<file path="config.mk">
export PLATFORM = sky130hd
export DESIGN_NAME = signed_int_to_decimal_ascii_flat
export DESIGN_NICKNAME = d
export VERILOG_FILES = /design/src/rtl/sitda_pkg.sv /design/src/rtl/sitda_in_if.sv /design/src/rtl/sitda_out_if.sv /design/src/rtl/signed_int_to_decimal_ascii.sv /design/src/rtl/sitda_bcd_cell.sv /design/src/rtl/sitda_conv.sv /design/src/rtl/sitda_emit.sv /design/src/flat_wrapper.sv
export SDC_FILE = /design/constraint.sdc
export NUM_CORES = 1
export LEC_CHECK = 0
export ABC_AREA = 1
export BUFFER_PORTS_ARGS = -buffer_cell sky130_fd_sc_hd__buf_2
export CORE_ASPECT_RATIO = 1.4
export CORE_MARGIN = 3
export CORE_UTILIZATION = 60
export CTS_BUF_LIST = sky130_fd_sc_hd__clkbuf_8
export CTS_CLUSTER_SIZE = 25
export DETAILED_ROUTE_END_ITERATION = 8
export PLACE_DENSITY_LB_ADDON = 0.25
export SLEW_MARGIN = 5
export SYNTH_ARGS = -nofsm -noshare
export SYNTH_HDL_FRONTEND = slang
export SYNTH_HIERARCHICAL = 1
export SYNTH_SLANG_ARGS = --single-unit
export TNS_END_PERCENT = 5
</file>
<file path="constraint.sdc">
create_clock -name clk_i -period 4.35 [get_ports clk_i]
set_clock_uncertainty 0.05 [all_clocks]
set_input_delay 0.6525 -clock clk_i [delete_from_list [all_inputs] [get_ports clk_i]]
set_output_delay 0.6525 -clock clk_i [all_outputs]
set_load 0.02 [all_outputs]
</file>
<file path="src/rtl/sitda_pkg.sv">
// Shared constants and types for the signed integer to decimal text converter.
package sitda_pkg;

  localparam int unsigned ValueWidth = 32;
  localparam int unsigned NumDigits  = 10;
  localparam int unsigned BcdWidth   = 4;
  localparam int unsigned DigitIdxW  = $clog2(NumDigits);
  localparam int unsigned BitCntW    = $clog2(ValueWidth);
  localparam int unsigned CharWidth  = 8;

  localparam logic [CharWidth-1:0] DigitBase = 8'h30;
  localparam logic [CharWidth-1:0] MinusChar = 8'h2D;
  localparam logic [BcdWidth-1:0]  AdjLimit  = 4'd5;
  localparam logic [BcdWidth-1:0]  AdjAdd    = 4'd3;

  typedef logic [BcdWidth-1:0] bcd_t;

  typedef struct packed {
    logic                       neg;
    logic [NumDigits-1:0][BcdWidth-1:0] digits;
  } conv_res_t;

  typedef enum logic [1:0] {
    CONV_IDLE,
    CONV_SHIFT,
    CONV_DONE
  } conv_state_e;

endpackage

</file>
<file path="src/rtl/sitda_in_if.sv">
// Input channel carrying one signed 32-bit value per beat.
interface sitda_in_if;
  logic                                      valid;
  logic                                      ready;
  logic signed [sitda_pkg::ValueWidth-1:0]   value;

  modport source (output valid, output value, input ready);
  modport sink   (input valid, input value, output ready);
endinterface

</file>
<file path="src/rtl/sitda_out_if.sv">
// Output channel carrying one ASCII character and its end marker per beat.
interface sitda_out_if;
  logic                               valid;
  logic                               ready;
  logic [sitda_pkg::CharWidth-1:0]    text_char;
  logic                               last_char;

  modport source (output valid, output text_char, output last_char, input ready);
  modport sink   (input valid, input text_char, input last_char, output ready);
endinterface

</file>
<file path="src/rtl/signed_int_to_decimal_ascii.sv">
// Top level of the signed 32-bit integer to decimal ASCII text converter.
// A value accepted on the input channel is converted by a chain of ten decimal
// digit cells that take one magnitude bit per clock. The converter accepts the
// value, shifts in every magnitude bit and then hands the digits to the output
// buffer, waiting there while the buffer is busy. The input is ready again once
// that handover has happened, while the buffer still sends the previous text, one
// character per beat, with an optional leading '-' and no leading zeros; last_char
// marks the final character.
module signed_int_to_decimal_ascii (
  input  logic        clk_i,
  input  logic        rst_ni,
  sitda_in_if.sink    in_i,
  sitda_out_if.source out_o
);

  logic                 res_valid, res_ready;
  sitda_pkg::conv_res_t res;

  sitda_conv u_conv (
    .clk_i       (clk_i),
    .rst_ni      (rst_ni),
    .in_i        (in_i),
    .res_valid_o (res_valid),
    .res_ready_i (res_ready),
    .res_o       (res)
  );

  sitda_emit u_emit (
    .clk_i       (clk_i),
    .rst_ni      (rst_ni),
    .res_valid_i (res_valid),
    .res_ready_o (res_ready),
    .res_i       (res),
    .out_o       (out_o)
  );

endmodule

</file>
<file path="src/rtl/sitda_bcd_cell.sv">
// One decimal digit cell of the shift-add-three conversion chain.
module sitda_bcd_cell (
  input  logic                clk_i,
  input  logic                clr_i,
  input  logic                shift_i,
  input  logic                carry_i,
  output logic                carry_o,
  output sitda_pkg::bcd_t     digit_o
);

  sitda_pkg::bcd_t digit_q, digit_d, adj;

  always_comb begin
    adj = (digit_q >= sitda_pkg::AdjLimit) ? digit_q + sitda_pkg::AdjAdd : digit_q;
    carry_o = adj[sitda_pkg::BcdWidth-1];
    digit_d = digit_q;
    if (clr_i) begin
      digit_d = '0;
    end else if (shift_i) begin
      digit_d = {adj[sitda_pkg::BcdWidth-2:0], carry_i};
    end
  end

  always_ff @(posedge clk_i) begin
    digit_q <= digit_d;
  end

  assign digit_o = digit_q;

endmodule

</file>
<file path="src/rtl/sitda_conv.sv">
// Sequencer and digit cell chain that turn the magnitude into decimal digits.
module sitda_conv (
  input  logic                  clk_i,
  input  logic                  rst_ni,
  sitda_in_if.sink              in_i,
  output logic                  res_valid_o,
  input  logic                  res_ready_i,
  output sitda_pkg::conv_res_t  res_o
);

  sitda_pkg::conv_state_e                 state_q, state_d;
  logic [sitda_pkg::ValueWidth-1:0]       mag_q, mag_d;
  logic                                   neg_q, neg_d;
  logic [sitda_pkg::BitCntW-1:0]          cnt_q, cnt_d;
  logic                                   clr, shift;
  logic [sitda_pkg::NumDigits-1:0]        carry_in, carry_out;
  sitda_pkg::bcd_t [sitda_pkg::NumDigits-1:0] digits;

  always_comb begin
    state_d     = state_q;
    mag_d       = mag_q;
    neg_d       = neg_q;
    cnt_d       = cnt_q;
    clr         = 1'b0;
    shift       = 1'b0;
    in_i.ready  = 1'b0;
    res_valid_o = 1'b0;
    unique case (state_q)
      sitda_pkg::CONV_IDLE: begin
        in_i.ready = 1'b1;
        if (in_i.valid) begin
          neg_d   = in_i.value[sitda_pkg::ValueWidth-1];
          mag_d   = neg_d ? ('0 - in_i.value) : in_i.value;
          cnt_d   = '0;
          clr     = 1'b1;
          state_d = sitda_pkg::CONV_SHIFT;
        end
      end
      sitda_pkg::CONV_SHIFT: begin
        shift = 1'b1;
        mag_d = {mag_q[sitda_pkg::ValueWidth-2:0], 1'b0};
        cnt_d = cnt_q + 1'b1;
        if (cnt_q == sitda_pkg::BitCntW'(sitda_pkg::ValueWidth - 1)) begin
          state_d = sitda_pkg::CONV_DONE;
        end
      end
      sitda_pkg::CONV_DONE: begin
        res_valid_o = 1'b1;
        if (res_ready_i) begin
          state_d = sitda_pkg::CONV_IDLE;
        end
      end
      default: begin
        state_d = sitda_pkg::CONV_IDLE;
      end
    endcase
  end

  always_ff @(posedge clk_i or negedge rst_ni) begin
    if (!rst_ni) begin
      state_q <= sitda_pkg::CONV_IDLE;
    end else begin
      state_q <= state_d;
    end
  end

  always_ff @(posedge clk_i) begin
    mag_q <= mag_d;
    neg_q <= neg_d;
    cnt_q <= cnt_d;
  end

  // Each cell takes the bit that overflows from the cell below it; the lowest cell takes the top magnitude bit.
  assign carry_in = {carry_out[sitda_pkg::NumDigits-2:0], mag_q[sitda_pkg::ValueWidth-1]};

  for (genvar g = 0; g < sitda_pkg::NumDigits; g++) begin : g_cell
    sitda_bcd_cell u_cell (
      .clk_i   (clk_i),
      .clr_i   (clr),
      .shift_i (shift),
      .carry_i (carry_in[g]),
      .carry_o (carry_out[g]),
      .digit_o (digits[g])
    );
  end

  assign res_o.neg    = neg_q;
  assign res_o.digits = digits;

endmodule

</file>
<file path="src/rtl/sitda_emit.sv">
// Output buffer that sends the sign and the significant digits one per beat.
module sitda_emit (
  input  logic                  clk_i,
  input  logic                  rst_ni,
  input  logic                  res_valid_i,
  output logic                  res_ready_o,
  input  sitda_pkg::conv_res_t  res_i,
  sitda_out_if.source           out_o
);

  logic                                    active_q, active_d;
  logic                                    sign_q, sign_d;
  logic [sitda_pkg::DigitIdxW-1:0]         pos_q, pos_d;
  sitda_pkg::bcd_t [sitda_pkg::NumDigits-1:0] buf_q;
  logic [sitda_pkg::DigitIdxW-1:0]         lead;
  logic                                    last, out_fire, load;

  always_comb begin
    lead = '0;
    for (int i = 0; i < sitda_pkg::NumDigits; i++) begin
      if (res_i.digits[i] != '0) begin
        lead = sitda_pkg::DigitIdxW'(i);
      end
    end
  end

  assign last        = !sign_q && (pos_q == '0);
  assign out_fire    = out_o.valid && out_o.ready;
  assign res_ready_o = !active_q || (out_fire && last);
  assign load        = res_valid_i && res_ready_o;

  assign out_o.valid     = active_q;
  assign out_o.last_char = last;
  assign out_o.text_char = sign_q ? sitda_pkg::MinusChar
                                  : sitda_pkg::DigitBase | {4'h0, buf_q[pos_q]};

  always_comb begin
    active_d = active_q;
    sign_d   = sign_q;
    pos_d    = pos_q;
    priority if (load) begin
      active_d = 1'b1;
      sign_d   = res_i.neg;
      pos_d    = lead;
    end else if (out_fire) begin
      if (sign_q) begin
        sign_d = 1'b0;
      end else if (last) begin
        active_d = 1'b0;
      end else begin
        pos_d = pos_q - 1'b1;
      end
    end
  end

  always_ff @(posedge clk_i or negedge rst_ni) begin
    if (!rst_ni) begin
      active_q <= 1'b0;
      sign_q   <= 1'b0;
      pos_q    <= '0;
    end else begin
      active_q <= active_d;
      sign_q   <= sign_d;
      pos_q    <= pos_d;
    end
  end

  always_ff @(posedge clk_i) begin
    if (load) begin
      buf_q <= res_i.digits;
    end
  end

endmodule

</file>
<file path="src/flat_wrapper.sv">
// flat-port wrapper written by rule: the top's interface ports become plain ports
module signed_int_to_decimal_ascii_flat 
  (clk_i, rst_ni, in_i_valid, in_i_value, in_i_ready, out_o_valid, out_o_text_char, out_o_last_char, out_o_ready);
  sitda_in_if in_i_i ();
  sitda_out_if out_o_i ();
  input  logic clk_i;
  input  logic rst_ni;
  input wire logic [$bits(in_i_i.valid)-1:0] in_i_valid;
  input wire logic [$bits(in_i_i.value)-1:0] in_i_value;
  output wire logic [$bits(in_i_i.ready)-1:0] in_i_ready;
  output wire logic [$bits(out_o_i.valid)-1:0] out_o_valid;
  output wire logic [$bits(out_o_i.text_char)-1:0] out_o_text_char;
  output wire logic [$bits(out_o_i.last_char)-1:0] out_o_last_char;
  input wire logic [$bits(out_o_i.ready)-1:0] out_o_ready;
  assign in_i_i.valid = in_i_valid;
  assign in_i_i.value = in_i_value;
  assign in_i_ready = in_i_i.ready;
  assign out_o_valid = out_o_i.valid;
  assign out_o_text_char = out_o_i.text_char;
  assign out_o_last_char = out_o_i.last_char;
  assign out_o_i.ready = out_o_ready;
  signed_int_to_decimal_ascii u_core (.clk_i(clk_i), .rst_ni(rst_ni), .in_i(in_i_i), .out_o(out_o_i));
endmodule
</file>
**Word level (Yosys, flattened, before mapping)**

Index checks and enable logic that the tools add are counted.

- Register bits: 126
- Input bits: 36
- Output and inout bits: 11

- Add/subtract/negate cells: 13
- $lt $le $gt $ge: 11
- Equality and inequality tests: 8
- Multiplexer cells: 46
- Reduce and logical (&&, ||, !) cells: 26

Operators by type and width:

| operator | count |
|---|---|
| 4-bit 2-to-1 mux | 20 |
| 32-bit 2-to-1 mux | 2 |
| 32-bit case mux with 2 select lines | 1 |
| 4-bit by 3-bit >= comparator with 1-bit output (second input constant) | 10 |
| 4-bit by 2-bit adder with 4-bit output (second input constant) | 9 |
| 4-bit nonzero test | 9 |
| 1-bit by 32-bit subtractor with 32-bit output (first input constant) | 1 |
| 4-bit binary-select mux with 4-bit select | 1 |
| 1-bit 2-to-1 mux | 12 |
| 2-bit 2-to-1 mux | 5 |
| 5-bit 2-to-1 mux | 2 |
| 5-bit case mux with 2 select lines | 1 |
| 3-bit AND reduction | 3 |
| 2-bit != test (second input constant) | 3 |
| 2-bit case mux with 3 select lines | 1 |
| 2-bit nonzero test | 3 |
| 5-bit by 1-bit adder with 5-bit output (second input constant) | 1 |
| 5-bit equality test (second input constant) | 1 |
| 4-bit by 5-bit < comparator with 1-bit output (second input constant) | 1 |
| 1-bit logical AND | 4 |
| 4-bit zero test | 1 |
| 2-bit by 1-bit != test with 1-bit output (second input constant) | 2 |
| 2-bit AND reduction | 2 |
| 4-bit by 1-bit subtractor with 4-bit output (second input constant) | 1 |
| 7 further kinds | 8 |

**Depth between registers and ports, before layout**

Gate-level depths: netlist of the first run.

- Depth after elaboration: 11
- Mapped depth: 13
- Gate-level depth less buffers: 13

**Modules after synthesis**

The synthesis of the first run kept the hierarchy.

Modules (own cells, without submodules):

| module | instances | cells each | area each (um^2) | sequential area each (um^2) |
|---|---|---|---|---|
| sitda_conv | 1 | 354 | 2666.3 | 1191.1 |
| sitda_bcd_cell | 10 | 37 | 246.5 | 80.1 |
| sitda_emit | 1 | 215 | 2177.1 | 1351.3 |

**Worst setup path after synthesis of the first run**

No wires, ideal clock.

- Path type: register to register
- From: register u_core.u_conv.state_q[0]
- To: register u_core/u_conv/cnt_q[0] (netlist bit), enable pin
- Library setup time: 0.483 ns
- Data arrival time: 3.512 ns
- Data required time: 3.817 ns
- Setup slack: 0.306 ns
- Cell stages (with the launch flop): 4
- Path buffers: 0
- Period minus slack after synthesis: 4.044 ns
- Cells stage by stage: dfrtp_1 > nor2_1 > inv_1 > o21ai_0

- Word-level cells in the longest chain between the ends: 3
- Elaborated cells on any way between the ends: 5

RTL lines:

| item | line | text |
|---|---|---|
| from (decl) | sitda_conv.sv:11 | `sitda_pkg::conv_state_e state_q, state_d;` |
| from (signal assigned) | sitda_conv.sv:61 | `state_q <= sitda_pkg::CONV_IDLE;` |
| from (signal assigned) | sitda_conv.sv:63 | `state_q <= state_d;` |
| 2-bit by 1-bit equality test with 1-bit output or 2-bit zero test (tied branches) | sitda_conv.sv:28 | `unique case (state_q)` |
| 2-bit nonzero test (no source line) or 2-bit != test (tied branches) | n/a |  |
| 2-bit AND reduction (no source line) * | n/a |  |
| to (signal assigned) | sitda_conv.sv:70 | `cnt_q <= cnt_d;` |
| to (decl) | sitda_conv.sv:14 | `logic [sitda_pkg::BitCntW-1:0] cnt_q, cnt_d;` |

Mark *: on every way between the ends. The rest lies on a longest branch, timed or not.
A chain may end at the register's enable or synchronous reset.

**Worst setup path in the final report of the first run**

- From: register u_core/u_emit/pos_q[1] (netlist bit)
- To: register u_core/u_emit/pos_q[1] (netlist bit)

- Word-level cells in the longest chain between the ends: 7
- Elaborated cells on any way between the ends: 14

RTL lines:

| item | line | text |
|---|---|---|
| from (decl) | sitda_emit.sv:13 | `logic [sitda_pkg::DigitIdxW-1:0] pos_q, pos_d;` |
| from (signal assigned) | sitda_emit.sv:64 | `pos_q <= pos_d;` |
| 4-bit zero test * | sitda_emit.sv:27 | `assign last = !sign_q && (pos_q == '0);` |
| 1-bit logical AND * | sitda_emit.sv:27 |  |
| 1-bit logical AND * | sitda_emit.sv:29 | `assign res_ready_o = !active_q \|\| (out_fire && last);` |
| 1-bit logical OR * | sitda_emit.sv:29 |  |
| net u_core.res_ready | signed_int_to_decimal_ascii.sv:16 | `logic res_valid, res_ready;` |
| 1-bit logical AND * | sitda_emit.sv:30 | `assign load = res_valid_i && res_ready_o;` |
| 2-bit by 1-bit != test with 1-bit output (no source line) or 2-bit nonzero test (tied branches) | n/a |  |
| 3-bit AND reduction (no source line) | n/a |  |

Mark *: on every way through the listed nets, which the timed path passes. The rest lies on a longest branch. The select of a mux whose other input is x is not followed.

==> metrics.yaml, run 1 <==
layout:
  fin_nets: 1048
  final_cell_mix: "229 x nand2_1, 134 x inv_1, 98 x nor2_1, 94 x nand3_1, 78 x edfxtp_1"
  fin_util_pct: 68.58
  final_common_cell: "nand2_1"
  diodes: 0
  fill_cells: 1015
  syn_to_final_growth_pct: 11.72
  layout-drive-gt1-share_pct: 13.30
drt:
  drtPass1Iterations: 7
  vias: 6222
  route.detailed.drc: 0
  routed_wl_um: 15180
  ant_nets: 0
  wl_per_cell_um: 13.23
  drt_iter0_markers: 320
  viasPerCell: 5.425
worst_setup_path:
  slowest_delay_ns: 0.65
  cp.arrival_ns: 3.06
  crit_family: "buffers and inverters"
  crit_chain: "inv_1, ha_1, nand3_2, o21ai_4, nand2_4, inv_1, buf_4, o21ai_1, nor2_1, nor2_1"
  reg2regPathDepth: 10
  critPathKind: "flip-flop to flip-flop"
  critPathSlowestCell: "inv_1"
  cp-start-kind: "flip-flop"
  crit_fanout: 23
  worst-path-stages: 10
  crit_required_ns: 4.61
  end_kind: "flip-flop"
  critPathBufInv: 3
timing:
  max_freq_ghz: 0.3579
  rsz0062_at_grt: "false"
  slew_viol_final: 0
  finalSetupViolCount: 0
  timing.hold.ws_ns: 0.4465
  fin_tns_setup_ns: 0
  worst_pin_slew_ns: 1.108
  finalHoldViolCount: 0
  relSlewSlack_pct: 25.83
  period_needed_ns: 2.794
  post-route-period-util_pct: 64.23
run:
  maxCapViolations: 0
clock_network:
  cts_root_buf: "clkbuf_8"
  htreeDepth: 4
  cts_buffer_depth: 2
  ctsResizeCount: 0
  cts_buffers: 17
  clock_latency_ns: 0.43
  cts_hold_buf: 1
  cts.sinks: 126
  cts_tree: "built"
  clk_pin_slew_ns: 0.08
  post_cts_buffers: 0
pwr:
  p_per_area_nw_per_um2: 699.7
  ir_worst_vdd_mv: 0.3042
  p_total_w: 0.005700
  p_leak_nw: 3.849
min_path:
  hp-class: "flip-flop to flip-flop"
  holdPathStages: 2
grt:
  track_usage_pct: 23.68
  grt_max_degree: 54
  antenna_found_initial: 0
  grt_pass1_vias: 5821
  grt_pass1_wl_um: 25970
  gr-total-overflow: 0
floorplan:
  dieHeight_um: 136.4
  ioPinCount: 47
  core_area_sq_um: 11880
  rows: 47
  start_util_pct: 61.39
  die_area_sq_um: 13530
  die_w_um: 99.17
synthesis:
  syn_area_sq_um: 7292
  ys_warn_count: 6
  synth_area_per_cell_sq_um: 7.791
  synthCells: 936
place:
  globalplace.congestion: 0.9249
  portBuffers: 43
  hpwl_um: 11100
run_status:
  status: "finished clean"
[worst min-delay path, cell delays in order (launching register included)]
cell     delay, ns
dfxtp_1       0.34
nand2_1       0.07
a21oi_1       0.05
[layer usage]
layer | part of all wire, % | track usage (%) | wire length, um | vias to the layer above
met2 | 51 | 42.08 | 7714 | 182
met4 | 3.5 | 10.55 | 533 | 0
li1 | - | - | - | 3163
met3 | 4.3 | 4.723 | 649 | 37
met5 | 0 | 0 | 0 | -
met1 | 41 | 27.38 | 6277 | 2840
[path summary, 6_finish.rpt]
kind                       slack [ns]                                      start                                        end
max in group asynchronous        3.54                                     rst_ni                     u_core/u_emit/pos_q[1]
min in group asynchronous        0.53                                     rst_ni                       u_core/u_emit/sign_q
hold reg to reg                  0.45  u_core/u_conv/g_cell[9].u_cell/digit_o[3]  u_core/u_conv/g_cell[9].u_cell/digit_o[3]
hold / removal                   0.45  u_core/u_conv/g_cell[9].u_cell/digit_o[3]  u_core/u_conv/g_cell[9].u_cell/digit_o[3]
setup / recovery                 1.56                     u_core/u_emit/pos_q[1]                     u_core/u_emit/pos_q[1]
setup reg to reg                 1.56                     u_core/u_emit/pos_q[1]                     u_core/u_emit/pos_q[1]
[power by group]
part	internal [W]	switching, W	total, W	leakage, nW
registers	0.00181	0.000354	0.00216	1.20
logic	0.000858	0.00146	0.00232	2.40
clock network	0.000758	0.000462	0.00122	0.250
[layout make-up]
type	count	area, sq um	area share [%]
Multi-Input combinational cell	653	3334	40.93
Clock buffer	18	247.7	3.041
Timing Repair Buffer	49	275.3	3.379
Tap cell	147	183.9	2.258
Sequential cell	126	3343	41.04
Inverter	140	525.5	6.451
Clock inverter	14	236.5	2.903
[stage by stage]
step,setup slack [ns],cell area [sq um],std cells
after detailed placement,1.578,7652,1114
after global routing,1.296,8147,1147
after CTS,1.564,8147,1147
after floorplan,0.3058,7296,937
after global placement,1.608,7652,1114
final,1.556,8147,1147
[state kept, by name (all words and copies together) (netlist names)]
name and flops:
u_core/u_conv/g_cell.u_cell/digit_o 40, u_core/u_emit/buf_q 40, u_core/u_conv/mag_q 32, u_core/u_conv/cnt_q 5, u_core/u_emit/pos_q 4, u_core/u_conv/state_q 2, u_core/u_conv/neg_q 1, u_core/u_emit/out_o.valid 1
u_core/u_emit/sign_q 1
Note: power is estimated with default switching activity, not from simulation.
==> inputs of run 2 (changes only) <==
--- a/config.mk
+++ b/config.mk
@@ -9,7 +9,7 @@
 export BUFFER_PORTS_ARGS = -buffer_cell sky130_fd_sc_hd__buf_2
 export CORE_ASPECT_RATIO = 1.4
 export CORE_MARGIN = 3
-export CORE_UTILIZATION = 60
+export CORE_UTILIZATION = 57
 export CTS_BUF_LIST = sky130_fd_sc_hd__clkbuf_8
 export CTS_CLUSTER_SIZE = 25
 export DETAILED_ROUTE_END_ITERATION = 8
==> constraint.sdc (replaced) <==
create_clock -name clk_i -period 2.4 [get_ports clk_i]
set_clock_uncertainty 0.05 [all_clocks]
set_input_delay 0.36 -clock clk_i [delete_from_list [all_inputs] [get_ports clk_i]]
set_output_delay 0.36 -clock clk_i [all_outputs]
set_load 0.02 [all_outputs]
==> metrics.yaml, run 2 (synthesized netlist as in run 1, its figures left out) <==
run_status:
  status: "finished clean"
clock_network:
  cts_buffer_depth: 2
  cts_buffers: 17
  cts_root_buf: "clkbuf_8"
  cts.sinks: 126
  clock_latency_ns: 0.43
  cts_tree: "built"
  clk_pin_slew_ns: 0.07
  htreeDepth: 4
layout:
  final_cell_mix: "229 x nand2_1, 134 x inv_1, 98 x nor2_1, 94 x nand3_1, 78 x edfxtp_1"
  syn_to_final_growth_pct: 12.05
  fin_nets: 1057
  final_cells: 1159
  stdcell_area_sq_um: 8170
  final_common_cell: "nand2_1"
  fill_cells: 1091
  layout-drive-gt1-share_pct: 14.27
  fin_util_pct: 65.72
  diodes: 0
timing:
  max_freq_ghz: 0.4476
  period_needed_ns: 2.234
  rsz0062_at_grt: "false"
  slew_viol_final: 0
  fin_ws_ns: 0.1659
  post-route-period-util_pct: 93.09
  relSlewSlack_pct: 25.76
  finalHoldViolCount: 0
  worst_pin_slew_ns: 1.109
  finalSetupViolCount: 0
worst_setup_path:
  cp-start-kind: "flip-flop"
  crit_fanout: 22
  critPathKind: "flip-flop to output port"
  end_kind: "output port"
  critPathSlowestCell: "dfrtp_1"
  crit_chain: "buf_6, o21ai_0, o22ai_1, a21oi_1, nand2_1, nand2_1, inv_1, buf_2"
  slowest_delay_ns: 0.41
  critPathBufInv: 3
  crit_required_ns: 1.99
  crit_family: "compound AO/OA/AOI/OAI gates"
  cp_common_cell: "nand2_1"
  cp.arrival_ns: 1.82
pwr:
  p_clk_share_pct: 18.8
  p_per_area_nw_per_um2: 1235
  netSwitchingFraction_pct: 40.99
  p_comb_share_pct: 42.3
  seqPwrFrac_pct: 38.9
  p_total_w: 0.01009
  p_leak_nw: 3.852
  internal_power_w: 0.005956
  ir_worst_vdd_mv: 0.5017
  switchingPower_w: 0.004137
floorplan:
  core_area_sq_um: 12430
  ioPinCount: 47
  rows: 48
  die_w_um: 101.6
  dieHeight_um: 139.8
  start_util_pct: 58.66
  die_area_sq_um: 14210
place:
  placed_area_sq_um: 7721
  hpwl_um: 11240
  dp_cells: 1124
  pre_cts_ws_ns: 0.4234
  portBuffers: 43
  globalplace.congestion: 0.8821
drt:
  routed_wl_um: 15000
  wl_per_cell_um: 12.94
  route.detailed.drc: 0
  viasPerCell: 5.296
  drtPass1Iterations: 5
  vias: 6138
  drt_iter0_markers: 372
  ant_nets: 0
grt:
  track_usage_pct: 22.19
  grt_pass1_vias: 5729
  grt_max_degree: 46
  gr-total-overflow: 0
  antenna_found_initial: 0
  grt_pass1_wl_um: 25410
min_path:
  hp-class: "input port to flip-flop"
run:
  maxCapViolations: 0
run 2: cell count changes in the layout (fill, tap and decap cells not counted), sizes merged:
| cell | previous run | this run |
|---|---|---|
| clkinv | 5 | 6 |
| bufinv | 6 | 3 |
| inv | 143 | 141 |
| clkinvlp | 0 | 4 |
| buf | 48 | 57 |
run 2: per-stage QoR:
| stage | TNS (ns) | hold WS [ns] |
|---|---|---|
| final | 0 | 0.2292 |
| after global placement | 0 | 0.1718 |
| after global routing | 0 | 0.2322 |
| after CTS | 0 | 0.2015 |
| after floorplan | -18.66 | 0.01441 |
| after detailed placement | 0 | 0.1738 |
run 2: area by class of cell:
| class | count | area [sq um] | area share, % |
|---|---|---|---|
| flip-flops and latches | 126 | 3344 | 40.93 |
| multi-input cells | 653 | 3334 | 40.81 |
| inverters | 140 | 529.3 | 6.478 |
| repair buffers | 58 | 359.1 | 4.395 |
| clock buffers | 18 | 247.7 | 3.032 |
| well taps | 150 | 187.7 | 2.297 |
| clock inverters | 14 | 167.7 | 2.052 |
run 2: final timing paths:
kind	from	end	slack (ns)	cells after the start
worst min register to register	u_core/u_conv/g_cell[9].u_cell/digit_o[3]	u_core/u_emit/buf_q[39]	0.45	0
worst max-delay path	u_core/u_emit/pos_q[0]	out_o_text_char[1]	0.17	8
worst min-delay path	in_i_valid	u_core/u_conv/state_q[0]	0.23	3
worst max register to register	u_core/u_emit/pos_q[0]	u_core/u_emit/pos_q[1]	0.38	11
min in group asynchronous	rst_ni	u_core/u_emit/pos_q[3]	0.26	2
max in group asynchronous	rst_ni	u_core/u_emit/pos_q[1]	1.85	2
run 2: power groups by stage:
stage               Sequential [W]  Clock (W)  Combinational, W
finish                     0.00393    0.00190           0.00426
global route               0.00404    0.00203           0.00495
CTS                        0.00394    0.00194           0.00425
detailed placement         0.00398          0           0.00422
global placement           0.00395          0           0.00411
floorplan                  0.00377          0           0.00333
run 2: per-layer routing:
metal | GRT usage (%) | up-vias | wire length (um)
li1 | - | 3177 | -
met1 | 26.02 | 2767 | 6235
met2 | 39.10 | 168 | 7712
met3 | 4.965 | 26 | 699
met4 | 7.913 | 0 | 354
met5 | 0 | - | 0
run 2: tightest hold or removal path, cell delays in order:
cell and delay (ns):
buf_2 0.09, inv_1 0.08, o22ai_1 0.12
run 2: repair_timing:
| action | CTS | global route |
|---|---|---|
| hold buffers | 1 | 0 |
| resized for setup | 0 | 3 |
| buffers inserted | 0 | 2 |
| setup endpoints to repair | 0 | 4 |
| hold endpoints to repair | 8 | 0 |
==> inputs of run 3 (changes only) <==
--- a/config.mk
+++ b/config.mk
@@ -14,9 +14,9 @@
 export CTS_CLUSTER_SIZE = 25
 export DETAILED_ROUTE_END_ITERATION = 8
 export PLACE_DENSITY_LB_ADDON = 0.25
+export RECOVER_POWER = 100
 export SLEW_MARGIN = 5
 export SYNTH_ARGS = -nofsm -noshare
 export SYNTH_HDL_FRONTEND = slang
 export SYNTH_HIERARCHICAL = 1
 export SYNTH_SLANG_ARGS = --single-unit
-export TNS_END_PERCENT = 5
==> metrics.yaml, run 3 (synthesized netlist as in run 1, its figures left out) <==
worst_setup_path:
  cp.arrival_ns: 1.84
  cp-start-kind: "flip-flop"
  crit_fanout: 19
  critPathKind: "flip-flop to output port"
  end_kind: "output port"
  crit_chain: "clkinv_1, buf_4, nor2_1, o22ai_1, a21oi_1, nand2_1, nand2_1, inv_1, buf_2"
  r2r_slack_ns: 0.20
  crit_required_ns: 1.99
  cp_common_cell: "nand2_1"
  slowest_delay_ns: 0.40
  critPathSlowestCell: "dfrtp_1"
timing:
  max_freq_ghz: 0.4453
  worst_pin_slew_ns: 1.131
  fin_tns_setup_ns: 0
  slew_viol_final: 0
  timing.hold.ws_ns: 0.2416
  period_needed_ns: 2.246
  finalSetupViolCount: 0
  relSlewSlack_pct: 24.30
  finalHoldViolCount: 0
  post-route-period-util_pct: 93.57
  fin_ws_ns: 0.1544
pwr:
  p_leak_nw: 3.825
  p_per_area_nw_per_um2: 1250
  ir_worst_vdd_mv: 0.5698
layout:
  final_common_cell: "nand2_1"
  fill_cells: 1089
  syn_to_final_growth_pct: 11.63
  fin_nets: 1055
  stdcell_area_sq_um: 8140
  diodes: 0
  layout-drive-gt1-share_pct: 12.71
  final_cell_mix: "233 x nand2_1, 134 x inv_1, 99 x nor2_1, 94 x nand3_1, 78 x edfxtp_1"
drt:
  drtPass1Iterations: 6
  drt_iter0_markers: 265
  wl_per_cell_um: 13.03
  vias: 6121
  viasPerCell: 5.290
  routed_wl_um: 15070
  route.detailed.drc: 0
  ant_nets: 0
place:
  hpwl_um: 11020
  globalplace.congestion: 0.8600
  placed_area_sq_um: 7737
  pre_cts_ws_ns: 0.3819
  portBuffers: 43
grt:
  grt_max_degree: 45
  met3_usage_pct: 5.717
  track_usage_pct: 22.18
  top_usage_layer: "met2"
  grt_pass1_wl_um: 25240
  antenna_found_initial: 0
  gr-total-overflow: 0
  grt_pass1_vias: 5769
  grtUsageMet2_pct: 39.17
  grt.met1_usage_pct: 24.89
clock_network:
  cts.sinks: 126
  post_cts_buffers: 0
  htreeDepth: 4
  cts_buffers: 17
  cts_root_buf: "clkbuf_8"
  cts_tree: "built"
  clock_latency_ns: 0.43
  cts_buffer_depth: 2
  clk_pin_slew_ns: 0.08
floorplan:
  die_w_um: 101.6
  start_util_pct: 58.66
  core_area_sq_um: 12430
  rows: 48
  dieHeight_um: 139.8
  die_area_sq_um: 14210
  ioPinCount: 47
run:
  maxCapViolations: 0
run_status:
  status: "finished clean"
min_path:
  hp-class: "input port to flip-flop"
==> run 3: final timing paths <==
kind,endpoint,start,depth (start not counted)
worst min-delay path,u_core/u_conv/mag_q[0],in_i_value[0],3
min in group asynchronous,u_core/u_emit/out_o.valid,rst_ni,2
worst max register to register,u_core/u_emit/buf_q[17],u_core/u_emit/pos_q[2],6
max in group asynchronous,u_core/u_conv/state_q[1],rst_ni,2
worst max-delay path,out_o_text_char[1],u_core/u_emit/pos_q[0],9
worst min register to register,u_core/u_emit/buf_q[39],u_core/u_conv/g_cell[9].u_cell/digit_o[3],0
==> run 3: through the flow <==
step	std cells	total power (W)	utilization [%]
6_report	1157	0.01017	65.48
3_3_place_gp	1124	0.008086	62.24
2_1_floorplan	937	0.007099	-
5_1_grt	1157	0.01111	65.48
4_1_cts	1157	0.01027	65.84
3_5_place_dp	1124	0.008211	62.24
==> run 3: report_power, final <==
group	total (W)	internal (W)	switching (W)
Clock	0.00200	0.00116	0.000843
Combinational	0.00427	0.00159	0.00268
Sequential	0.00390	0.00328	0.000616
==> run 3: per-layer routing <==
layer	vias up	share of wire, %	routed length [um]
met5	-	0	0
li1	3169	-	-
met4	0	2.8	429
met1	2763	42	6297
met2	163	51	7710
met3	26	4.2	633
==> run 3: cell type report <==
class                   count  area (sq um)  area share (%)
clock buffers              18         247.7           3.043
clock inverters            14         190.2           2.336
inverters                 140         529.3           6.502
multi-input cells         653          3307           40.62
flip-flops and latches    126          3343           41.07
well taps                 150         187.7           2.306
repair buffers             56         335.3           4.119
==> run 3: repair_timing <==
action,4_1_cts,5_1_grt
hold buffers,1,0
endpoints found under the setup margin,0,1
endpoints found under the hold margin,8,0
gates resized for setup,0,2
==> run 3: critical path: cells and delay by family, from the launching register on <==
family	cells	cell delay (ns)
AOI/OAI and AO/OA	2	0.35
buffers and inverters	4	0.48
DFF	1	0.40
and+or+nand+nor	3	0.19
